--- src/mmfn_pkg.sv ---
`default_nettype none

package mmfn_pkg;

  // sizes
  localparam int MAX_FEATURES = 16;
  localparam int MAX_SAMPLES  = 4096;
  localparam int FEAT_W       = $clog2(MAX_FEATURES);
  localparam int ADDR_W       = $clog2(MAX_SAMPLES);
  localparam int CNT_W        = ADDR_W + 1;
  localparam int NF_W         = 5;
  localparam int DIV_W        = 16;
  localparam int Q_W          = DIV_W + 1;
  localparam int STEP_W       = $clog2(Q_W + 1);
  localparam int PC_W         = 4;

  // request kinds
  localparam logic [1:0] K_LOAD   = 2'd0;
  localparam logic [1:0] K_EMIT   = 2'd1;
  localparam logic [1:0] K_CLEAR  = 2'd2;
  localparam logic [1:0] K_UNUSED = 2'd3;

  // result status codes
  localparam logic [1:0] ST_OK    = 2'd0;
  localparam logic [1:0] ST_EMPTY = 2'd1;
  localparam logic [1:0] ST_OVF   = 2'd2;

  // datapath operations
  typedef enum logic [3:0] {
    OP_NOP,
    OP_DIV_LOAD,
    OP_DIV_EMIT,
    OP_DIV_STEP,
    OP_LOAD_WR,
    OP_SET_OVF,
    OP_FETCH,
    OP_RANGE,
    OP_DIV_NORM,
    OP_EMIT_WR,
    OP_EMPTY_WR,
    OP_CLEAR
  } op_t;

  // sequencer branch conditions
  typedef enum logic [2:0] {
    C_NEXT,
    C_GOTO,
    C_DISPATCH,
    C_FULL,
    C_EMPTY,
    C_DIV_LOOP,
    C_OUT_WAIT
  } cond_t;

  typedef logic [PC_W-1:0] pc_t;

  typedef struct packed {
    op_t   op;
    cond_t cond;
    pc_t   target;
  } uword_t;

  typedef struct packed {
    op_t  op;
    logic fire;
  } ctl_t;

  typedef struct packed {
    logic div_last;
    logic load_full;
    logic emit_empty;
    logic out_busy;
  } stat_t;

  // program addresses
  localparam pc_t A_IDLE  = 4'd0;
  localparam pc_t A_LOAD  = 4'd1;
  localparam pc_t A_LDIV  = 4'd2;
  localparam pc_t A_LWR   = 4'd3;
  localparam pc_t A_OVF   = 4'd4;
  localparam pc_t A_EMIT  = 4'd5;
  localparam pc_t A_EDIV  = 4'd6;
  localparam pc_t A_FETCH = 4'd7;
  localparam pc_t A_RANGE = 4'd8;
  localparam pc_t A_NORM  = 4'd9;
  localparam pc_t A_NDIV  = 4'd10;
  localparam pc_t A_OUT   = 4'd11;
  localparam pc_t A_NONE  = 4'd12;
  localparam pc_t A_CLR   = 4'd13;

  // control store
  function automatic uword_t ucode_rom(pc_t a);
    uword_t w;
    unique case (a)
      A_IDLE:  w = '{op: OP_NOP,      cond: C_DISPATCH, target: A_IDLE};
      A_LOAD:  w = '{op: OP_DIV_LOAD, cond: C_FULL,     target: A_OVF};
      A_LDIV:  w = '{op: OP_DIV_STEP, cond: C_DIV_LOOP, target: A_IDLE};
      A_LWR:   w = '{op: OP_LOAD_WR,  cond: C_GOTO,     target: A_IDLE};
      A_OVF:   w = '{op: OP_SET_OVF,  cond: C_GOTO,     target: A_IDLE};
      A_EMIT:  w = '{op: OP_DIV_EMIT, cond: C_EMPTY,    target: A_NONE};
      A_EDIV:  w = '{op: OP_DIV_STEP, cond: C_DIV_LOOP, target: A_IDLE};
      A_FETCH: w = '{op: OP_FETCH,    cond: C_NEXT,     target: A_IDLE};
      A_RANGE: w = '{op: OP_RANGE,    cond: C_NEXT,     target: A_IDLE};
      A_NORM:  w = '{op: OP_DIV_NORM, cond: C_NEXT,     target: A_IDLE};
      A_NDIV:  w = '{op: OP_DIV_STEP, cond: C_DIV_LOOP, target: A_IDLE};
      A_OUT:   w = '{op: OP_EMIT_WR,  cond: C_OUT_WAIT, target: A_IDLE};
      A_NONE:  w = '{op: OP_EMPTY_WR, cond: C_OUT_WAIT, target: A_IDLE};
      A_CLR:   w = '{op: OP_CLEAR,    cond: C_GOTO,     target: A_IDLE};
      default: w = '{op: OP_NOP,      cond: C_GOTO,     target: A_IDLE};
    endcase
    return w;
  endfunction

  // entry point of each request kind
  function automatic pc_t dispatch(logic [1:0] kind);
    pc_t a;
    unique case (kind)
      K_LOAD:  a = A_LOAD;
      K_EMIT:  a = A_EMIT;
      K_CLEAR: a = A_CLR;
      default: a = A_IDLE;
    endcase
    return a;
  endfunction

endpackage

`default_nettype wire

--- src/mmfn_seq.sv ---
`default_nettype none

module mmfn_seq import mmfn_pkg::*; (
  input  logic       clk,
  input  logic       rst,
  input  logic       cmd_valid,
  input  logic [1:0] cmd_kind,
  input  stat_t      stat,
  output ctl_t       ctl,
  output logic       idle
);

  pc_t    pc;
  pc_t    pc_next;
  uword_t uw;

  assign uw   = ucode_rom(pc);
  assign idle = (pc == A_IDLE);

  // the output step only acts once the result register is free
  assign ctl.op   = uw.op;
  assign ctl.fire = !((uw.cond == C_OUT_WAIT) && stat.out_busy);

  // next step address
  always_comb begin
    pc_next = pc;
    unique case (uw.cond)
      C_NEXT:     pc_next = pc + pc_t'(1);
      C_GOTO:     pc_next = uw.target;
      C_DISPATCH: pc_next = cmd_valid ? dispatch(cmd_kind) : pc;
      C_FULL:     pc_next = stat.load_full ? uw.target : pc + pc_t'(1);
      C_EMPTY:    pc_next = stat.emit_empty ? uw.target : pc + pc_t'(1);
      C_DIV_LOOP: pc_next = stat.div_last ? pc + pc_t'(1) : pc;
      C_OUT_WAIT: pc_next = stat.out_busy ? pc : uw.target;
      default:    pc_next = A_IDLE;
    endcase
  end

  // step counter
  always_ff @(posedge clk) begin
    if (rst) begin
      pc <= A_IDLE;
    end else begin
      pc <= pc_next;
    end
  end

endmodule

`default_nettype wire

--- config.mk ---
export PLATFORM = sky130hd
export DESIGN_NAME = mmfn_seq
export DESIGN_NICKNAME = d
export VERILOG_FILES = /design/src/mmfn_pkg.sv /design/src/mmfn_seq.sv
export SDC_FILE = /design/constraint.sdc
export NUM_CORES = 1
export LEC_CHECK = 0
export BUFFER_PORTS_ARGS = -buffer_cell sky130_fd_sc_hd__buf_2
export CAP_MARGIN = 20
export CORE_MARGIN = 4
export CORE_UTILIZATION = 50
export CTS_CLUSTER_DIAMETER = 100
export DETAILED_ROUTE_END_ITERATION = 10
export PLACE_DENSITY = 0.75
export SYNTH_ARGS = -nofsm -noshare
export SYNTH_HDL_FRONTEND = slang
export SYNTH_SLANG_ARGS = --single-unit
--- constraint.sdc ---
create_clock -name clk -period 3.2 [get_ports clk]
set_clock_uncertainty 0.05 [all_clocks]
set_input_delay 0.16 -clock clk [delete_from_list [all_inputs] [get_ports clk]]
set_output_delay 0.16 -clock clk [all_outputs]
set_load 0.05 [all_outputs]
# == Word level (Yosys, flattened, before mapping) ==
# Memories as Yosys holds them, arrays and structs flattened. A register that Yosys moved wholly into a read port is not among the register bits.
# Index checks and enable logic that the tools add are counted.
# totals
reg_bits,4
latchBits,0
ramBits,0
mem_bits_ro,144
in_bits,9
mem_count,1
# memory_table
name,depth,word_bits,rd,rd_clocked_by_memory_dff,write_ports,line,source
(no name shown),16,9,1,1,0,mmfn_pkg.sv:94,unique case (a)
# classes
add_sub_neg,1
mul,0
div_mod_pow,0
magnitude_cmp,0
eq_ne,11
n_shift,0
n_mux,9
bitwise_logic,0
reduce_logical,6
# op_table
cell,n
$mux 4,7
$pmux 4 s7,1
$pmux 4 s3,1
$eq 3x3->1 const B,3
$eq 3x2->1 const B,2
$ne 2x2->1 const B,3
$add 4x1->4 const B,1
$logic_not 4->1,1
$eq 3x1->1 const B,1
$logic_not 3->1,1
$reduce_and 3->1,1
$eq 2x1->1 const B,1
$eq 2x2->1 const B,1
$logic_not 2->1,1
$logic_and 1x1->1,1
$logic_not 1->1,1

# == Depth between registers and ports, before layout ==
# Gate-level depths: netlist of run 1.
# depth
ltp_word,6
ltp_mapped,11
mapped_depth_nobuf,10

# == Least setup slack after synthesis of run 1 ==
# No wires, ideal clock.
# synth_path
path_kind,register -> register
startpoint,"reg, netlist name uw[5]"
endpoint,"reg, netlist name uw[4]"
setup_time_ns,0.079
arrival_time_ns,2.227
required_ns,3.071
setup_slack_ns,0.844
path_stages_with_launch,11
path_cell_list,dfxtp_1 buf_6 or3b_1 a21oi_1 or2_2 a22oi_2 nor2_1 inv_1 ha_1 or3_1 o211ai_1
# synth_between
elab_chain_len,5
elab_cells_between_ends,14
cone_classes,9 x eq/ne; 3 x mux; 2 x reduce/logical
# synth_lines
element,line,source
$eq 3x3->1 or $eq 3x2->1 (tied branches),mmfn_seq.sv:27,unique case (uw.cond)
$ne 2x2->1 (no source line),-,
$reduce_and 3->1 (no source line),-,
$mux 4 (no source line) (*) (2 in a row),-,
# Mark *: on every way between the ends. The rest lies on a longest branch, timed or not.
# A chain may end at the register's enable or synchronous reset.

# == Worst setup path in the final report of run 1 ==
# layout_path
startpoint,"reg, netlist name uw[5]"
endpoint,"reg, netlist name uw[4]"
# layout_between
elab_chain_len,5
elab_cells_between_ends,14
cone_classes,9 x eq/ne; 3 x mux; 2 x reduce/logical
# layout_lines
element,line
$eq 3x3->1 or $eq 3x2->1 (tied branches),mmfn_seq.sv:27
$ne 2x2->1 (no source line),-
$reduce_and 3->1 (no source line),-
$mux 4 (no source line) (*) (2 in a row),-
# Marked as above.

==> results of run 1 <==
sequential cells by signal, summed over array words and instances (netlist names):
| register | count |
|---|---|
| pc | 4 |
| uw | 9 |
through the flow:
stage	total power [mW]	setup WS [ns]	hold WS [ns]	area (um^2)
final	0.9980	0.3836	0.1469	1095
after global routing	1.080	0.1744	0.1780	1095
after CTS	1.004	0.3962	0.1425	1095
after detailed placement	0.9046	0.3991	0.4337	1069
after global placement	0.8851	0.5313	0.4144	1069
after floorplan	0.8156	0.8437	0.4099	1032
where the power goes:
| part | switching [mW] | internal [mW] |
|---|---|---|
| combinational | 0.373 | 0.255 |
| clock | 0.0502 | 0.0483 |
| sequential | 0.0546 | 0.217 |
cell usage in the layout (no fill, tap or decap), drive strengths merged, types with 3 or more instances in the layout:
master  instances
inv            11
nor2            7
buf            14
clkbuf          4
or3             3
nand2           3
dfxtp          13
ha             10
mux2i           7
a21oi           4
per-layer routing:
metal	track usage	vias to the layer above
met1	0.1930	384
li1	-	417
met3	0.01690	4
met5	0	-
met2	0.3082	16
met4	0.08936	0
area by class of cell:
class	instances	area share
multi-input combinational	79	0.6011
sequential	13	0.2377
timing repair buffer	14	0.06400
inverter	11	0.04229
tap	27	0.03086
clock buffer	4	0.02400
cell families (layout without fill, tap and decap cells):
group                    count (synthesis)  count (layout)  share of synthesized area
multiplexers                             7               7                    0.06788
flip-flops                              13              13                     0.2521
AO/OA/AOI/OAI                           28              28                     0.2388
buffers and inverters                   19              29                     0.1103
AND/OR/NAND/NOR                         32              32                     0.1927
adder cells (fa/ha/maj)                 10              10                     0.1212
XOR/XNOR                                 2               2                    0.01697
worst paths after layout:
path,to,slack [ns]
setup / recovery,uw[4]$_DFF_P_,0.38
hold / removal,pc[0]$_SDFFE_PP0N_,0.15
setup reg to reg,uw[4]$_DFF_P_,0.38
hold reg to reg,pc[1]$_SDFFE_PP0N_,0.59
==> run metrics, run 1 <==
status completed; initial drt markers 8; worst min path class input port to register; Pleak 0.5046 nW; area of the core 1962 um^2; slowest library cell on the worst path dfxtp_1; most frequent cell after synthesis dfxtp_1; drt drc 0; synthesized instance count 111; Worst Tran Pin Value 0.4923 ns; CTS H-tree lvls 1; R2R depth 9; via count 821; commonest cells in the netlist dfxtp_1, ha_1, inv_1; wire per inst 14.00 um; chip width 53.44 um; synth unique cells 50; Starting Density 0.5261; Die H 53.44 um; min cycle time layout 2.816 ns; vias in the first global route 805; HP Start rst; Mapped Area 1032 um^2; Setup TNS Final 0 ns; met1 wire length 876 um; cell taking the most area after synthesis dfxtp_1; io pins 15; max incr delay on CP 0.52 ns; ys flop type dfxtp_1; post-cts resize count 0; Nets 141; pwr dens 911.6 nW/um^2; Post-synth EDFFs 0; max-slew violations 0; crit-path leading delay family simple AND/OR/NAND/NOR gates; register area 260.3 um^2; TritonCTS sink count 13; met2 wire length 1082 um; Num CTS Buffers 3; VDD IR max 0.4006 mV; critical-path cell list or3b_4 > nor2_1 > or2_2 > a22oi_2 > nor2_1 > inv_1 > ha_1 > or3_1 > o211ai_1; Routed met3 length 71 um; Area Overhead vs Synth 6.061%; die area 2855 um^2; setup bufs post-CTS 0; share of layout cells above drive strength 1 0.2314; fin util 0.5580; # fillers 210; CP startpoint uw[5]$_DFF_P_; post-DR vias/cell 5.547; worst r2r src uw[5]$_DFF_P_; Hold Crit Depth 2; global route overflow 0; I/O Buffers 14; GRT Util Overall 0.1705; Max Used Layer met4; ANT nets after route 0; Initial DRT Pass Iterations 4; antenna cells 0; Crit path top cell by count nor2_1; RSZ-0062 raised after global routing false; CTS Hold Buffers Added 0; Yosys reg bits 13; initial antenna violation count 0; Synth top area share 0.2521; hpwl dp 1654 um; post-synthesis sequential area ratio 0.2521; Crit path buffers/inverters 1; # setup viols final 0; Critical Path RT 3.34 ns; fin crit share 0.8801; CTS tree yes; Critical Path Source Type register; Max Fanout on Critical Path 10; CP Depth 9; Final Wtd Congestion 0.8591; Worst-Skew Late Latency 0.27 ns; largest cells by area after synthesis dfxtp_1, ha_1, mux2i_1; Hold Vio Cnt, Final 0; cell row count 16; Net Count, Synth 130; Max-Cap Viols 0; Placed Cells incl. Taps 144; fin cells 148; Max clock buf depth 2; Setup crit end kind register; Achievable Freq 355.1 MHz; Clk pin slew, worst setup/hold paths 0.07 ns; Syn Area/Cell 9.299 um^2; Crit Path Category register to register; async set or reset register ratio after synthesis 0; yosys warns 0; CTS Root Cell clkbuf_4; largest net degree at the start of global routing 13; wire length of the first global-routing pass 3539 um; Routed Wire Length 2072 um; Slew headroom 0.6718; multi-input combinational cell area 658.1 um^2; CP arrival 2.95 ns
Power figures use the tool's default switching activity.
==> run 2: changes to the inputs <==
Settings changed: CORE_MARGIN 4 to unset.
==> run 2 against run 1 <==
- non-clock buffer count did not move
- global-route usage up 2.3 points
- die area shrank 21%
- core utilization is 0.58 points higher
==> run metrics, run 2 (same netlist as run 1, synthesis figures left out) <==
status completed; Achievable Freq 364.8 MHz (+2.7%); met2 wire length 972 um (-10%); Nets 141 (unchanged); io pins 15 (unchanged); Placed Cells incl. Taps 144 (unchanged); Final Wtd Congestion 0.8445 (-1.7%); fin cells 148 (unchanged); # setup viols final 0 (unchanged); share of layout cells above drive strength 1 0.2314 (unchanged); Hold Vio Cnt, Final 0 (unchanged); initial drt markers 18 (+10); max incr delay on CP 0.53 ns (about the same); TritonCTS sink count 13 (unchanged); ANT nets after route 0 (unchanged); I/O Buffers 14 (unchanged); final setup margin 0.4589 ns (+0.07537 ns); Routed met3 length 69 um (-2.8%); Slew headroom 0.6619 (-0.009866); wire per inst 13.47 um (-3.8%); VDD IR max 0.4050 mV (+1.1%); initial antenna violation count 0 (unchanged); hpwl dp 1536 um (-7.1%); largest net degree at the start of global routing 13 (unchanged); via count 818 (-0.37%); most frequent cells in the layout buf_2, dfxtp_1, inv_1, ha_1; max FFs per register 9 (unchanged); worst r2r src uw[5]$_DFF_P_; Starting Density 0.5316 (+0.005424); CTS tree yes; Setup crit end kind register; die area 2250 um^2 (-21%); Area Overhead vs Synth 6.061% (unchanged); pwr dens 908.4 nW/um^2 (-0.35%); worst min path class input port to register; wire length of the first global-routing pass 2939 um (-17%); HP Start rst; Die H 47.44 um (-11%); Num CTS Buffers 3 (unchanged); GRT Util Overall 0.1931 (+0.02257); vias in the first global route 708 (-12%); Routed Wire Length 1993 um (-3.8%); Worst-Skew Late Latency 0.27 ns (about the same); antenna cells 0 (unchanged); RSZ-0062 raised after global routing false; post-DR vias/cell 5.527 (-0.37%); Worst Hold Path EP pc[0]$_SDFFE_PP0N_; CTS Root Cell clkbuf_4; drt drc 0 (unchanged); # fillers 188 (-10%); total power 0.9945 mW (-0.35%); Hold Crit Depth 2 (unchanged); Max clock buf depth 2 (unchanged); Max Used Layer met4; commonest non-fill, non-tap cell in the layout buf_2; global route overflow 0 (unchanged); fin crit share 0.8566 (-0.02355); R2R depth 8 (-1); met1 wire length 906 um (+3.4%); Max Fanout on Critical Path 10 (unchanged); min cycle time layout 2.741 ns (-0.07537 ns); max-slew violations 0 (unchanged); Pleak 0.5046 nW (unchanged); area of the core 1942 um^2 (-1.0%); Crit Path Category register to register; cell row count 16 (unchanged); CTS Hold Buffers Added 0 (unchanged); Max-Cap Viols 0 (unchanged); Critical Path Source Type register; Initial DRT Pass Iterations 4 (unchanged); Critical Path RT 3.35 ns (about the same); chip width 47.44 um (-11%); CTS H-tree lvls 1 (unchanged); post-cts resize count 0 (unchanged); slack of the worst reg-to-reg path 0.46 ns (+0.08 ns); slowest library cell on the worst path dfxtp_1; critical-path cell list or3b_4 > nor2_1 > o21ai_0 > a21oi_1 > inv_1 > ha_1 > or3_1 > o211ai_1; Setup TNS Final 0 ns (unchanged); FF-to-FF End uw[4]$_DFF_P_; Worst Tran Pin Value 0.5071 ns (+0.01480 ns); dpl ws 0.4862 ns (+0.08708 ns); setup bufs post-CTS 0 (unchanged); Clk pin slew, worst setup/hold paths 0.07 ns (about the same); CP arrival 2.89 ns (-0.06 ns)
## run 2: cell counts in the layout (fill, tap and decap cells not counted)
No cell type changed its count.
## run 2: power by group
| group | internal [mW] | switching, mW |
|---|---|---|
| clock | 0.0483 | 0.0495 |
| sequential | 0.217 | 0.0548 |
| combinational | 0.255 | 0.369 |
## run 2: stage by stage
| step | hold WS (ns) | utilization | instance area [um^2] |
|---|---|---|---|
| after floorplan | 0.4099 | - | 1032 |
| after global placement | 0.4137 | 0.5503 | 1069 |
| after detailed placement | 0.4199 | 0.5503 | 1069 |
| after CTS | 0.1344 | 0.5638 | 1095 |
| after global routing | 0.1625 | 0.5638 | 1095 |
| final | 0.1463 | 0.5638 | 1095 |
## run 2: layout make-up
| cell class | instances | area, um^2 | area share |
|---|---|---|---|
| Timing Repair Buffer | 14 | 70.07 | 0.06400 |
| Tap cell | 27 | 33.78 | 0.03086 |
| Clock buffer | 4 | 26.28 | 0.02400 |
| Multi-Input combinational cell | 79 | 658.1 | 0.6011 |
| Inverter | 11 | 46.29 | 0.04229 |
| Sequential cell | 13 | 260.3 | 0.2377 |
## run 2: worst max-delay path by stage
stage,startpoint,endpoint,slack (ns),cells past startpoint
floorplan,uw[5]$_DFF_P_,uw[4]$_DFF_P_,0.84,10
global placement,uw[5]$_DFF_P_,uw[6]$_DFF_P_,0.53,10
CTS,uw[5]$_DFF_P_,uw[6]$_DFF_P_,0.47,10
finish,uw[5]$_DFF_P_,uw[4]$_DFF_P_,0.46,8
global route,uw[5]$_DFF_P_,uw[6]$_DFF_P_,0.30,10
detailed placement,uw[5]$_DFF_P_,uw[6]$_DFF_P_,0.49,10
## run 2: critical path, delay by kind of cell (launching register included)
family | cells | cell delay (ns)
AND/OR/NAND/NOR | 3 | 1.03
buffers and inverters | 1 | 0.17
adder cells (fa/ha/maj) | 1 | 0.21
flip-flops | 1 | 0.53
AO/OA/AOI/OAI | 3 | 0.67
## run 2: per-layer routing
layer	up-vias	track usage
met3	4	0.03396
met4	0	0.1143
met1	379	0.2212
met5	-	0
li1	419	-
met2	16	0.3342
